<file path="src/rtl/wtrm_pkg.sv">
// Shared types and constants for the windowed transfer rate meter.
// No dependencies.
`default_nettype none
package wtrm_pkg;
	localparam logic [1:0] REG_REPORT_INTERVAL = 2'd0;
	localparam logic [1:0] REG_SAMPLE_INTERVAL = 2'd1;
	localparam logic [1:0] REG_START_TIME      = 2'd2;
	localparam logic [1:0] REG_TOTAL_BYTES     = 2'd3;
	localparam logic [63:0] MS_PER_S = 64'd1000;

	// controller to datapath
	typedef struct packed {
		logic capture;    // latch the input item and do the fast work
		logic div_start;  // launch the divider
		logic [1:0] div_sel;
		logic take_q;     // store divider quotient into slot div_sel
		logic out_load;   // move results into the output register
	} wtrm_cmd_t;

	// datapath to controller
	typedef struct packed {
		logic div_busy;
		logic win_needed;
	} wtrm_sts_t;

	localparam logic [1:0] DIV_WIN  = 2'd0;
	localparam logic [1:0] DIV_AVG  = 2'd1;
	localparam logic [1:0] DIV_PMS  = 2'd2;
	localparam logic [1:0] DIV_LEFT = 2'd3;
endpackage
`default_nettype wire

</file>
<file path="src/rtl/wtrm_div.sv">
// Restoring 64-by-64 bit divider, one quotient bit per cycle.
// Uses no package.
`default_nettype none
module wtrm_div (
	input  wire logic        clk,
	input  wire logic        arst_n,
	input  wire logic        start,
	input  wire logic [63:0] num,
	input  wire logic [63:0] den,
	output logic             busy,
	output logic [63:0]      quo
);
	logic [6:0]  cnt_q;
	logic [63:0] rem_q, quo_q, den_q;
	logic [64:0] trial;

	assign trial = {rem_q, quo_q[63]} - {1'b0, den_q};
	assign busy = (cnt_q != 7'd0);
	assign quo = quo_q;

	always_ff @(posedge clk or negedge arst_n) begin
		if (!arst_n) begin
			cnt_q <= 7'd0;
		end else if (start) begin
			cnt_q <= 7'd64;
		end else if (busy) begin
			cnt_q <= cnt_q - 7'd1;
		end
	end

	always_ff @(posedge clk) begin
		if (start) begin
			rem_q <= 64'd0;
			quo_q <= num;
			den_q <= den;
		end else if (busy) begin
			if (!trial[64]) begin
				rem_q <= trial[63:0];
				quo_q <= {quo_q[62:0], 1'b1};
			end else begin
				rem_q <= {rem_q[62:0], quo_q[63]};
				quo_q <= {quo_q[62:0], 1'b0};
			end
		end
	end
endmodule
`default_nettype wire

</file>
<file path="src/rtl/wtrm_datapath.sv">
// Datapath: registers, sample ring, divider operand selection, results.
// Depends on wtrm_pkg and wtrm_div.
`default_nettype none
module wtrm_datapath #(
	parameter int RING_DEPTH = 8
) (
	input  wire logic                 clk,
	input  wire logic                 arst_n,
	input  wire wtrm_pkg::wtrm_cmd_t  cmd,
	output wtrm_pkg::wtrm_sts_t       sts,
	input  wire logic                 cfg_we,
	input  wire logic [1:0]           cfg_idx,
	input  wire logic [63:0]          cfg_data,
	output logic [63:0]               cfg_rdata,
	input  wire logic [1:0]           cfg_ridx,
	input  wire logic [159:0]         in_data,
	output logic [129:0]              out_data
);
	import wtrm_pkg::*;
	localparam int SW = $clog2(RING_DEPTH);
	localparam int CW = $clog2(RING_DEPTH + 2);
	localparam logic [CW-1:0] DEPTH_C = CW'(RING_DEPTH);
	localparam logic [SW-1:0] LAST_SLOT = SW'(RING_DEPTH - 1);

	logic [31:0] report_int_q, sample_int_q, start_q, last_rep_q, held_q;
	logic [63:0] total_q;
	logic [CW-1:0] count_q;
	logic [SW-1:0] slot_q;
	logic [31:0] ring_t [RING_DEPTH];
	logic [63:0] ring_b [RING_DEPTH];

	logic [31:0] now, elapsed, last_t;
	logic [63:0] done, session;
	logic        report, store;
	logic [SW-1:0] prev_slot, next_slot, old_slot;
	logic [CW-1:0] count_nx;

	// latched item and results
	logic [31:0] elapsed_q, avg_q, left_q, pms_q;
	logic [63:0] sess_q, done_q, dbytes_q;
	logic [31:0] dtime_q;
	logic        stored_q, rep_q, win_q;

	logic        div_busy;
	logic [63:0] div_num, div_den, div_quo;

	assign now     = in_data[31:0];
	assign done    = in_data[95:32];
	assign session = in_data[159:96];
	assign elapsed = now - start_q;
	assign report  = (now - last_rep_q) > report_int_q;
	assign prev_slot = (slot_q == '0) ? LAST_SLOT : slot_q - SW'(1);
	assign next_slot = (slot_q == LAST_SLOT) ? '0 : slot_q + SW'(1);
	assign last_t  = ring_t[prev_slot];
	assign store   = !((count_q > DEPTH_C) && ((now - last_t) < sample_int_q));
	assign count_nx = (count_q <= DEPTH_C) ? count_q + CW'(1) : count_q;
	// oldest entry is the slot about to be overwritten once the ring is full
	assign old_slot = (count_nx >= DEPTH_C) ? next_slot : '0;

	always_comb begin
		case (cfg_ridx)
			REG_REPORT_INTERVAL: cfg_rdata = {32'd0, report_int_q};
			REG_SAMPLE_INTERVAL: cfg_rdata = {32'd0, sample_int_q};
			REG_START_TIME:      cfg_rdata = {32'd0, start_q};
			default:             cfg_rdata = total_q;
		endcase
	end

	always_ff @(posedge clk or negedge arst_n) begin
		if (!arst_n) begin
			report_int_q <= '0; sample_int_q <= '0; start_q <= '0; total_q <= '0;
			last_rep_q <= '0; held_q <= '0; count_q <= '0; slot_q <= '0;
		end else if (cfg_we) begin
			case (cfg_idx)
				REG_REPORT_INTERVAL: report_int_q <= cfg_data[31:0];
				REG_SAMPLE_INTERVAL: sample_int_q <= cfg_data[31:0];
				REG_START_TIME: begin
					start_q <= cfg_data[31:0]; last_rep_q <= cfg_data[31:0];
					count_q <= '0; slot_q <= '0; held_q <= '0;
				end
				default: total_q <= cfg_data;
			endcase
		end else begin
			if (cmd.capture) begin
				if (report) last_rep_q <= now;
				if (store) begin
					slot_q <= next_slot;
					count_q <= count_nx;
				end
			end
			if (cmd.take_q && cmd.div_sel == DIV_WIN) held_q <= div_quo[31:0];
		end
	end

	always_ff @(posedge clk) begin
		if (cmd.capture) begin
			if (store) begin
				ring_t[slot_q] <= now;
				ring_b[slot_q] <= done;
			end
			elapsed_q <= elapsed;
			sess_q <= session;
			done_q <= done;
			stored_q <= store;
			rep_q <= report;
			win_q <= store && (count_nx > CW'(1));
			dbytes_q <= done - ring_b[old_slot];
			dtime_q <= now - ring_t[old_slot];
		end
		if (cmd.take_q) begin
			case (cmd.div_sel)
				DIV_AVG: avg_q <= div_quo[31:0];
				DIV_PMS: pms_q <= (div_quo[31:0] == 32'd0) ? 32'd1 : div_quo[31:0];
				DIV_LEFT: left_q <= div_quo[31:0];
				default: ;
			endcase
		end
		if (cmd.out_load)
			out_data <= {elapsed_q, left_q, avg_q, held_q, rep_q, stored_q};
	end

	always_comb begin
		case (cmd.div_sel)
			DIV_WIN: begin
				div_num = dbytes_q * MS_PER_S;
				div_den = {32'd0, (dtime_q == 32'd0) ? 32'd1 : dtime_q};
			end
			DIV_AVG: begin
				div_num = sess_q * MS_PER_S;
				div_den = {32'd0, (elapsed_q == 32'd0) ? 32'd1 : elapsed_q};
			end
			DIV_PMS: begin
				div_num = sess_q;
				div_den = {32'd0, (elapsed_q == 32'd0) ? 32'd1 : elapsed_q};
			end
			default: begin
				div_num = total_q - done_q;
				div_den = {32'd0, pms_q};
			end
		endcase
	end

	wtrm_div u_div (
		.clk(clk), .arst_n(arst_n), .start(cmd.div_start),
		.num(div_num), .den(div_den), .busy(div_busy), .quo(div_quo)
	);

	assign sts.div_busy = div_busy;
	assign sts.win_needed = win_q;
endmodule
`default_nettype wire

</file>
<file path="src/rtl/wtrm_ctrl.sv">
// Controller: sequences capture, up to four divisions (the window division is skipped when not needed) and result load.
// Depends on wtrm_pkg.
`default_nettype none
module wtrm_ctrl (
	input  wire logic                clk,
	input  wire logic                arst_n,
	input  wire logic                in_valid,
	output logic                     in_ready,
	output logic                     out_valid,
	input  wire logic                out_ready,
	input  wire wtrm_pkg::wtrm_sts_t sts,
	output wtrm_pkg::wtrm_cmd_t      cmd
);
	import wtrm_pkg::*;
	typedef enum logic [4:0] {
		ST_IDLE = 5'b00001,
		ST_LAUNCH = 5'b00010,
		ST_WAIT = 5'b00100,
		ST_LOAD = 5'b01000,
		ST_HOLD = 5'b10000
	} state_t;
	state_t state_q, state_d;
	logic [1:0] sel_q, sel_d;
	logic valid_q, valid_d;

	assign in_ready = (state_q == ST_IDLE);
	assign out_valid = valid_q;

	always_comb begin
		state_d = state_q; sel_d = sel_q; valid_d = valid_q;
		cmd = '0; cmd.div_sel = sel_q;
		if (valid_q && out_ready) valid_d = 1'b0;
		case (state_q)
			ST_IDLE: if (in_valid) begin
				cmd.capture = 1'b1; state_d = ST_LAUNCH; sel_d = DIV_WIN;
			end
			ST_LAUNCH: begin
				if (sel_q == DIV_WIN && !sts.win_needed) begin
					sel_d = DIV_AVG;
				end else begin
					cmd.div_start = 1'b1; state_d = ST_WAIT;
				end
			end
			ST_WAIT: if (!sts.div_busy) begin
				cmd.take_q = 1'b1;
				if (sel_q == DIV_LEFT) state_d = ST_LOAD;
				else begin sel_d = sel_q + 2'd1; state_d = ST_LAUNCH; end
			end
			ST_LOAD: if (!valid_d) begin
				cmd.out_load = 1'b1; valid_d = 1'b1; state_d = ST_IDLE;
			end
			default: state_d = ST_IDLE;
		endcase
	end

	always_ff @(posedge clk or negedge arst_n) begin
		if (!arst_n) begin
			state_q <= ST_IDLE; sel_q <= DIV_WIN; valid_q <= 1'b0;
		end else begin
			state_q <= state_d; sel_q <= sel_d; valid_q <= valid_d;
		end
	end
endmodule
`default_nettype wire

</file>
<file path="src/rtl/windowed_transfer_rate_meter.sv">
// Windowed transfer rate meter, top level. Depends on wtrm_pkg, wtrm_ctrl, wtrm_datapath.
// Each item is captured, then up to four divisions run in turn on one shared restoring
// divider, then the results are loaded; the window division is skipped when the window
// speed is not recomputed. A new item is accepted only after the last result is loaded.
// The output register lets the next item start while a result waits.
// Reset: arst_n asynchronously clears the control, configuration and ring bookkeeping
// registers; result, ring and divider data registers are not reset, and no value read
// from an unwritten ring entry is used.
`default_nettype none
module windowed_transfer_rate_meter #(
	parameter int RING_DEPTH = 8
) (
	input  wire logic         clk,
	input  wire logic         arst_n,
	input  wire logic         s_tvalid,
	output logic              s_tready,
	input  wire logic [159:0] s_tdata,  // now_ms[31:0], done_bytes[95:32], session_bytes[159:96]
	output logic              m_tvalid,
	input  wire logic         m_tready,
	// sample_stored[0], report_due[1], window_speed[33:2], average_speed[65:34],
	// time_left[97:66], elapsed_ms[129:98], zero fill to 136
	output logic [135:0]      m_tdata,
	input  wire logic         psel,
	input  wire logic         penable,
	input  wire logic         pwrite,
	input  wire logic [4:0]   paddr,
	input  wire logic [63:0]  pwdata,
	output logic [63:0]       prdata,
	output logic              pready
);
	import wtrm_pkg::*;
	wtrm_cmd_t cmd;
	wtrm_sts_t sts;
	logic [129:0] res;
	logic cfg_we;

	// registers at 8-byte strides; paddr[4:3] selects one of the four
	assign pready = 1'b1;
	assign cfg_we = psel && penable && pwrite && pready;
	assign m_tdata = {6'd0, res};

	wtrm_ctrl u_ctrl (
		.clk(clk), .arst_n(arst_n), .in_valid(s_tvalid), .in_ready(s_tready),
		.out_valid(m_tvalid), .out_ready(m_tready), .sts(sts), .cmd(cmd)
	);

	wtrm_datapath #(.RING_DEPTH(RING_DEPTH)) u_dp (
		.clk(clk), .arst_n(arst_n), .cmd(cmd), .sts(sts),
		.cfg_we(cfg_we), .cfg_idx(paddr[4:3]), .cfg_data(pwdata),
		.cfg_rdata(prdata), .cfg_ridx(paddr[4:3]),
		.in_data(s_tdata), .out_data(res)
	);
endmodule
`default_nettype wire

</file>
<file path="config.mk">
export PLATFORM = sky130hd
export DESIGN_NAME = windowed_transfer_rate_meter
export DESIGN_NICKNAME = d
export VERILOG_FILES = /design/src/rtl/wtrm_pkg.sv /design/src/rtl/wtrm_div.sv /design/src/rtl/wtrm_datapath.sv /design/src/rtl/wtrm_ctrl.sv /design/src/rtl/windowed_transfer_rate_meter.sv
export SDC_FILE = /design/constraint.sdc
export NUM_CORES = 2
export LEC_CHECK = 0
export BUFFER_PORTS_ARGS = -buffer_cell sky130_fd_sc_hd__buf_2
export CORE_MARGIN = 2
export CORE_UTILIZATION = 40
export CTS_CLUSTER_DIAMETER = 60
export CTS_CLUSTER_SIZE = 8
export DETAILED_ROUTE_END_ITERATION = 8
export PLACE_DENSITY = 0.6
export SLEW_MARGIN = 10
export SYNTH_ARGS = -nofsm -noshare
export SYNTH_HDL_FRONTEND = slang
export SYNTH_SLANG_ARGS = --single-unit
</file>
<file path="constraint.sdc">
create_clock -name clk -period 17.4 [get_ports clk]
set_clock_uncertainty 0.05 [all_clocks]
set_input_delay 4.35 -clock clk [delete_from_list [all_inputs] [get_ports clk]]
set_output_delay 4.35 -clock clk [all_outputs]
set_load 0.02 [all_outputs]
</file>
[After elaboration in Yosys (flattened, before gate mapping)]
Memories as Yosys holds them, arrays and structs flattened.
Index checks and enable logic that the tools add are counted.
Word-level totals
  register bits: 923
  memory bits (writable): 768
  input bits: 236
  output and inout bits: 203
  word-level logic and storage cells: 157
  memories: 2
Operators by class
  add/sub/neg operators: 12
  $mul: 2
  magnitude comparators: 6
  equal/unequal tests: 18
  muxes and demuxes: 54
  bitwise logic cells: 1
  reduce and logical (&&, ||, !) cells: 35
Memories
  u_dp.ring_b: depth 8, width 64, rd ports 1, clocked after memory_dff 0, write ports 1, RTL line wtrm_datapath.sv:30  | logic [63:0] ring_b [RING_DEPTH];
  u_dp.ring_t: depth 8, width 32, rd ports 2, clocked after memory_dff 0, write ports 1, RTL line wtrm_datapath.sv:29  | logic [31:0] ring_t [RING_DEPTH];
Operators by type and width (number)
  one-hot mux 64 bit (3 select lines): 2
  two-way mux 32 bit: 9
  two-way mux 64 bit: 3
  multiplier 64 x 7 -> 61 bit, second input constant: 2
  subtractor 32 bit: 4
  subtractor 64 bit: 2
  logical NOT 32 bit: 3
  subtractor 65 x 64 -> 65 bit: 1
  one-hot mux 32 bit (2 select lines): 1
  greater-than comparator 32 bit: 1
  < comparator 32 bit: 1
  two-way mux 4 bit: 6
  two-way mux 3 bit: 7
  two-way mux 5 bit: 4
  one-hot mux 5 bit (4 select lines): 1
  AND reduction 2 bit: 8
  two-way mux 1 bit: 14
  two-way mux 7 bit: 2
  inequality test 2 bit, second input constant: 6
  two-way mux 2 bit: 4
  nonzero test 2 bit: 4
  logical AND 1 bit: 7
  nonzero test 7 bit: 1
  subtractor 7 x 1 -> 7 bit, second input constant: 1
  27 further kinds: 34

[Depth between registers and ports, before layout]
An unclocked memory read counts as a cell.
  depth in word-level cells: 9
  gate-level depth with buffers: 37
  mapped depth without buffers: 32

[Modules after synthesis]
Synthesis repeated with hierarchy kept, for this count alone.
Unflattened totals
  cell total of the unflattened synthesis: 9271
  area total of the unflattened synthesis: 103406.7 um^2
Modules (own cells, without submodules)
  wtrm_datapath: instances 1, cells each 7966, area each 90824.6 um^2, seq. area each 42595.9 um^2
  wtrm_div: instances 1, cells each 1249, area each 12069.1 um^2, seq. area each 5300.1 um^2
  wtrm_ctrl: instances 1, cells each 46, area each 446.7 um^2, seq. area each 176.4 um^2
  windowed_transfer_rate_meter: instances 1, cells each 10, area each 66.3 um^2, seq. area each 0.0 um^2

[Least setup slack after synthesis]
OpenSTA, ideal clock, no wires.
  path type: input to register
  start: input s_tvalid
  end: memory u_dp.ring_b[0][0] (enable)
  arrival: 19.116 ns
  path slack: -2.443 ns
  stages: 4
  path buffers: 1
  cell sequence: and3_1 clkbuf_1 and3_1 nor3b_1
RTL lines
  from (decl): RTL line windowed_transfer_rate_meter.sv:15  | input wire logic s_tvalid,
  to (decl): RTL line wtrm_datapath.sv:30

[Worst setup path after layout]
  start: input s_tdata[0]
  end: memory u_dp.ring_b[2][31] (enable)
On the way
  word-level cells in the longest chain between the ends: 6
Ends and longest elaborated chain
  from (decl): RTL line windowed_transfer_rate_meter.sv:17  | input wire logic [159:0] s_tdata,
  subtractor 32 bit: RTL line wtrm_datapath.sv:55  | assign store = !((count_q > DEPTH_C) && ((now - last_t) < sample_int_q));
  < comparator 32 bit: RTL line wtrm_datapath.sv:55
  logical AND 1 bit: RTL line wtrm_datapath.sv:55
  two-way mux 1 bit: RTL line wtrm_datapath.sv:97  | if (store) begin
  two-way mux 1 bit: RTL line wtrm_datapath.sv:96  | if (cmd.capture) begin
  two-way mux 1 bit (not written as such): RTL line wtrm_datapath.sv:99  | ring_b[slot_q] <= done;
Every way passes these cells.

==> results.md <==
* Max Cap Violations at 0
* Fin. max-slew vios at 0
* Global placer's final weighted congestion at 0.980
* Seq/Total Area, Yosys at 47.2%
* Most common cell after layout, fill and taps aside: edfxtp_1
* Grt ovf at 0
* Die height at 504 microns
* Most frequent cells in the layout: edfxtp_1 (1,322), nand2_1 (1,071), inv_1 (938)
* Post-Syn Area per Cell at around 11 sq um
* Initial antenna violation count at 76
* RSZ-0062 raised after global routing: false
* Cell mode on critical path: a21oi_1
* Actual slew at the worst max-slew pin at between 1 and 1.5 ns
* Minimum clock period after layout at 11.50 ns
* Number of post-CTS setup repair buffers at 0
* Worst-path clk slew at about 0.050 ns
* Vias at about 74,000
* Unique masters post-synth at 82
* Vias/cell at around 5.7
* Slew headroom at 18.6%
* Status: finished clean
* Ports at around 440
* Area of the core at about 0.25 sq mm
* First-pass GRT wire length at roughly 460,000 microns
* Port buffer count at roughly 430
* Kind of critical path: in2reg
* CTS root buf: clkbuf_16
* Post-route DRC at 0
* Clock Latency Late Sink at ~0.91 ns
* Final worst path period share at between 60% and 70%
* Layout Nets at approximately 11,000
* CP Capture Type: register
* Synth Flop Type: edfxtp_1
* Arrival @ worst endpoint at about 12 ns
* Register bit total from synthesis at around 1,600
* Clk sink count at 1,631
* Vias in the first global route at approximately 71,000
* Worst Slack Setup Final at a little under 6 ns
* Fillers at roughly 23,000
* CTS Buf Count at around 230
* Antenna-violating nets left at 0
* Post-synth ARST share at approximately 15%
* # rows at between 150 and 200
* H-tree levels at 4
* Crit path launch type: primary input
* CP peak stage delay at slightly above 0.8 ns
* Post-CTS resize count at 0
* Number of hold violations in the final report at 0
* Full die area at ~0.25 sq mm
* Hold Crit Class: reg2reg
* Overall Global Routing Usage at 24.1%
* Post-Syn Area at 0.0998 sq mm
* Setup slack, reg-to-reg at about 7 ns
* Placement Setup Slack at ~5 ns
* Drt total wl at a little over 300,000 microns
* TritonRoute pass-1 iters at 7
* Top post-synthesis cells by area: edfxtp_1 (40%), fa_1 (8.9%), ha_1 (7.4%), dfrtp_1 (6.1%), nand2_1 (4.0%)
* Setup TNS at 0 ns
* Number of flops mapped to enable cells by yosys at 1,322
* Largest area contributor in the netlist: edfxtp_1
* Worst-path maximum fanout at 57
* CTS Hold Bufs at 0
* Largest net degree at the start of global routing at roughly 120
* Maximum clock frequency at 87.0 MHz
* CTS tree: built
* DR iter-0 viols at 7,467
* Layout area overhead at 12.8%
* Synth warn at 0
* Chip Width at between 500 and 600 microns
* Post-synth top area share at around two fifths
* Starting Density at 40.2%
* Post-Synthesis Cells at between 9,000 and 10,000
* Layout cells sized above 1 at between 10% and 20%
* Wire length per cell at around 24 microns
* Final setup fails at 0
* Required time of the critical path at around 18 ns
* CTS max path bufs at 3
* Critical path's slowest cell: buf_4
* Final HPWL DP at 228,000 microns
## flip-flops by register name, summed over array words and instances, names as in the netlist, 61 cells and up
name	count
u_dp.done_q	64
u_dp.total_q	64
u_dp.u_div.quo	64
u_dp.u_div.rem_q	64
u_dp.dbytes_q	61
u_dp.ring_b	488
u_dp.out_data	130
u_dp.ring_t	256
u_dp.sess_q	64
## critical path, delay by kind of cell
kind	cells	cell delay, ns
adder cells (fa/ha/maj)	3	0.88
XOR/XNOR	1	0.10
AO/OA/AOI/OAI	13	2.98
AND/OR/NAND/NOR	7	1.55
buffers and inverters	5	1.97
## worst paths after layout
path | from | end | cells past startpoint
setup / recovery | s_tdata[0] | u_dp.ring_b[2][31] | 29
hold / removal | u_dp.avg_q[12] | u_dp.out_data[46] | 0
setup reg to reg | u_dp.slot_q[0] | u_dp.ring_b[2][31] | 34
hold reg to reg | u_dp.avg_q[12] | u_dp.out_data[46] | 0
max in group asynchronous | arst_n | u_dp.total_q[52] | 3
min in group asynchronous | arst_n | u_dp.held_q[16] | 1
## metal layers
metal  up-vias  global-route usage [%]  wire, microns
met2      3026                    35.4         132000
met3       569                    4.89          26100
met1     36249                    34.5         138000
met5         -                       0            358
li1      33652                       -              -
met4        58                    10.1          13800
## cells by family after synthesis
| family | share of synthesized area [%] |
|---|---|
| multiplexers | 3.31 |
| AO/OA/AOI/OAI | 14.0 |
| buffers and inverters | 5.21 |
| other | 0.00752 |
| XOR/XNOR | 3.48 |
| AND/OR/NAND/NOR | 10.5 |
| adder cells (fa/ha/maj) | 16.4 |
| flip-flops | 47.2 |
## cell usage after synthesis, types with 14 or more instances
master	n
a211oi_1	130
a21o_1	234
a21oi_1	552
a221oi_1	159
a22oi_1	37
a31o_2	14
a31oi_1	150
and2_1	26
and3_1	82
and4_1	17
buf_1	34
clkbuf_1	391
dfrtp_1	244
dfxtp_1	64
edfxtp_1	1322
fa_1	445
ha_1	593
inv_1	941
mux2_2	101
mux2i_1	73
mux4_2	64
nand2_1	1076
nand2b_1	62
nand3_1	337
nand3b_1	15
nand4_1	69
nor2_1	342
nor2b_1	47
nor3_1	109
nor3b_1	14
nor4_1	42
o211ai_1	32
o21a_1	65
o21ai_0	486
o21bai_1	57
o22ai_1	79
o31a_1	14
o31ai_1	34
or3_1	30
xnor2_1	281
xor2_1	116
## area by class of cell
| type | count | area [sq um] | share of cell area (%) |
|---|---|---|---|
| Multi-Input combinational cell | 6165 | 47800 | 42.4 |
| Sequential cell | 1631 | 47100 | 41.8 |
| Clock buffer | 343 | 6390 | 5.68 |
| Tap cell | 3330 | 4170 | 3.70 |
| Inverter | 942 | 3540 | 3.14 |
| Timing Repair Buffer | 535 | 2980 | 2.65 |
| Clock inverter | 32 | 551 | 0.489 |
| Antenna cell | 36 | 90.1 | 0.0800 |
## stage by stage
stage	std cells	util (%)	hold slack (ns)	area [sq um]
final	13014	45.3	0.312	113000
after global routing	12995	45.3	0.324	113000
after CTS	12978	45.3	0.314	113000
after detailed placement	12603	42.5	0.355	106000
after global placement	12603	42.5	0.353	106000
after floorplan	9173	-	0.350	99900
Power is not shown: default switching activity piles up to over one toggle a cycle in this logic, so the estimate is an artifact.
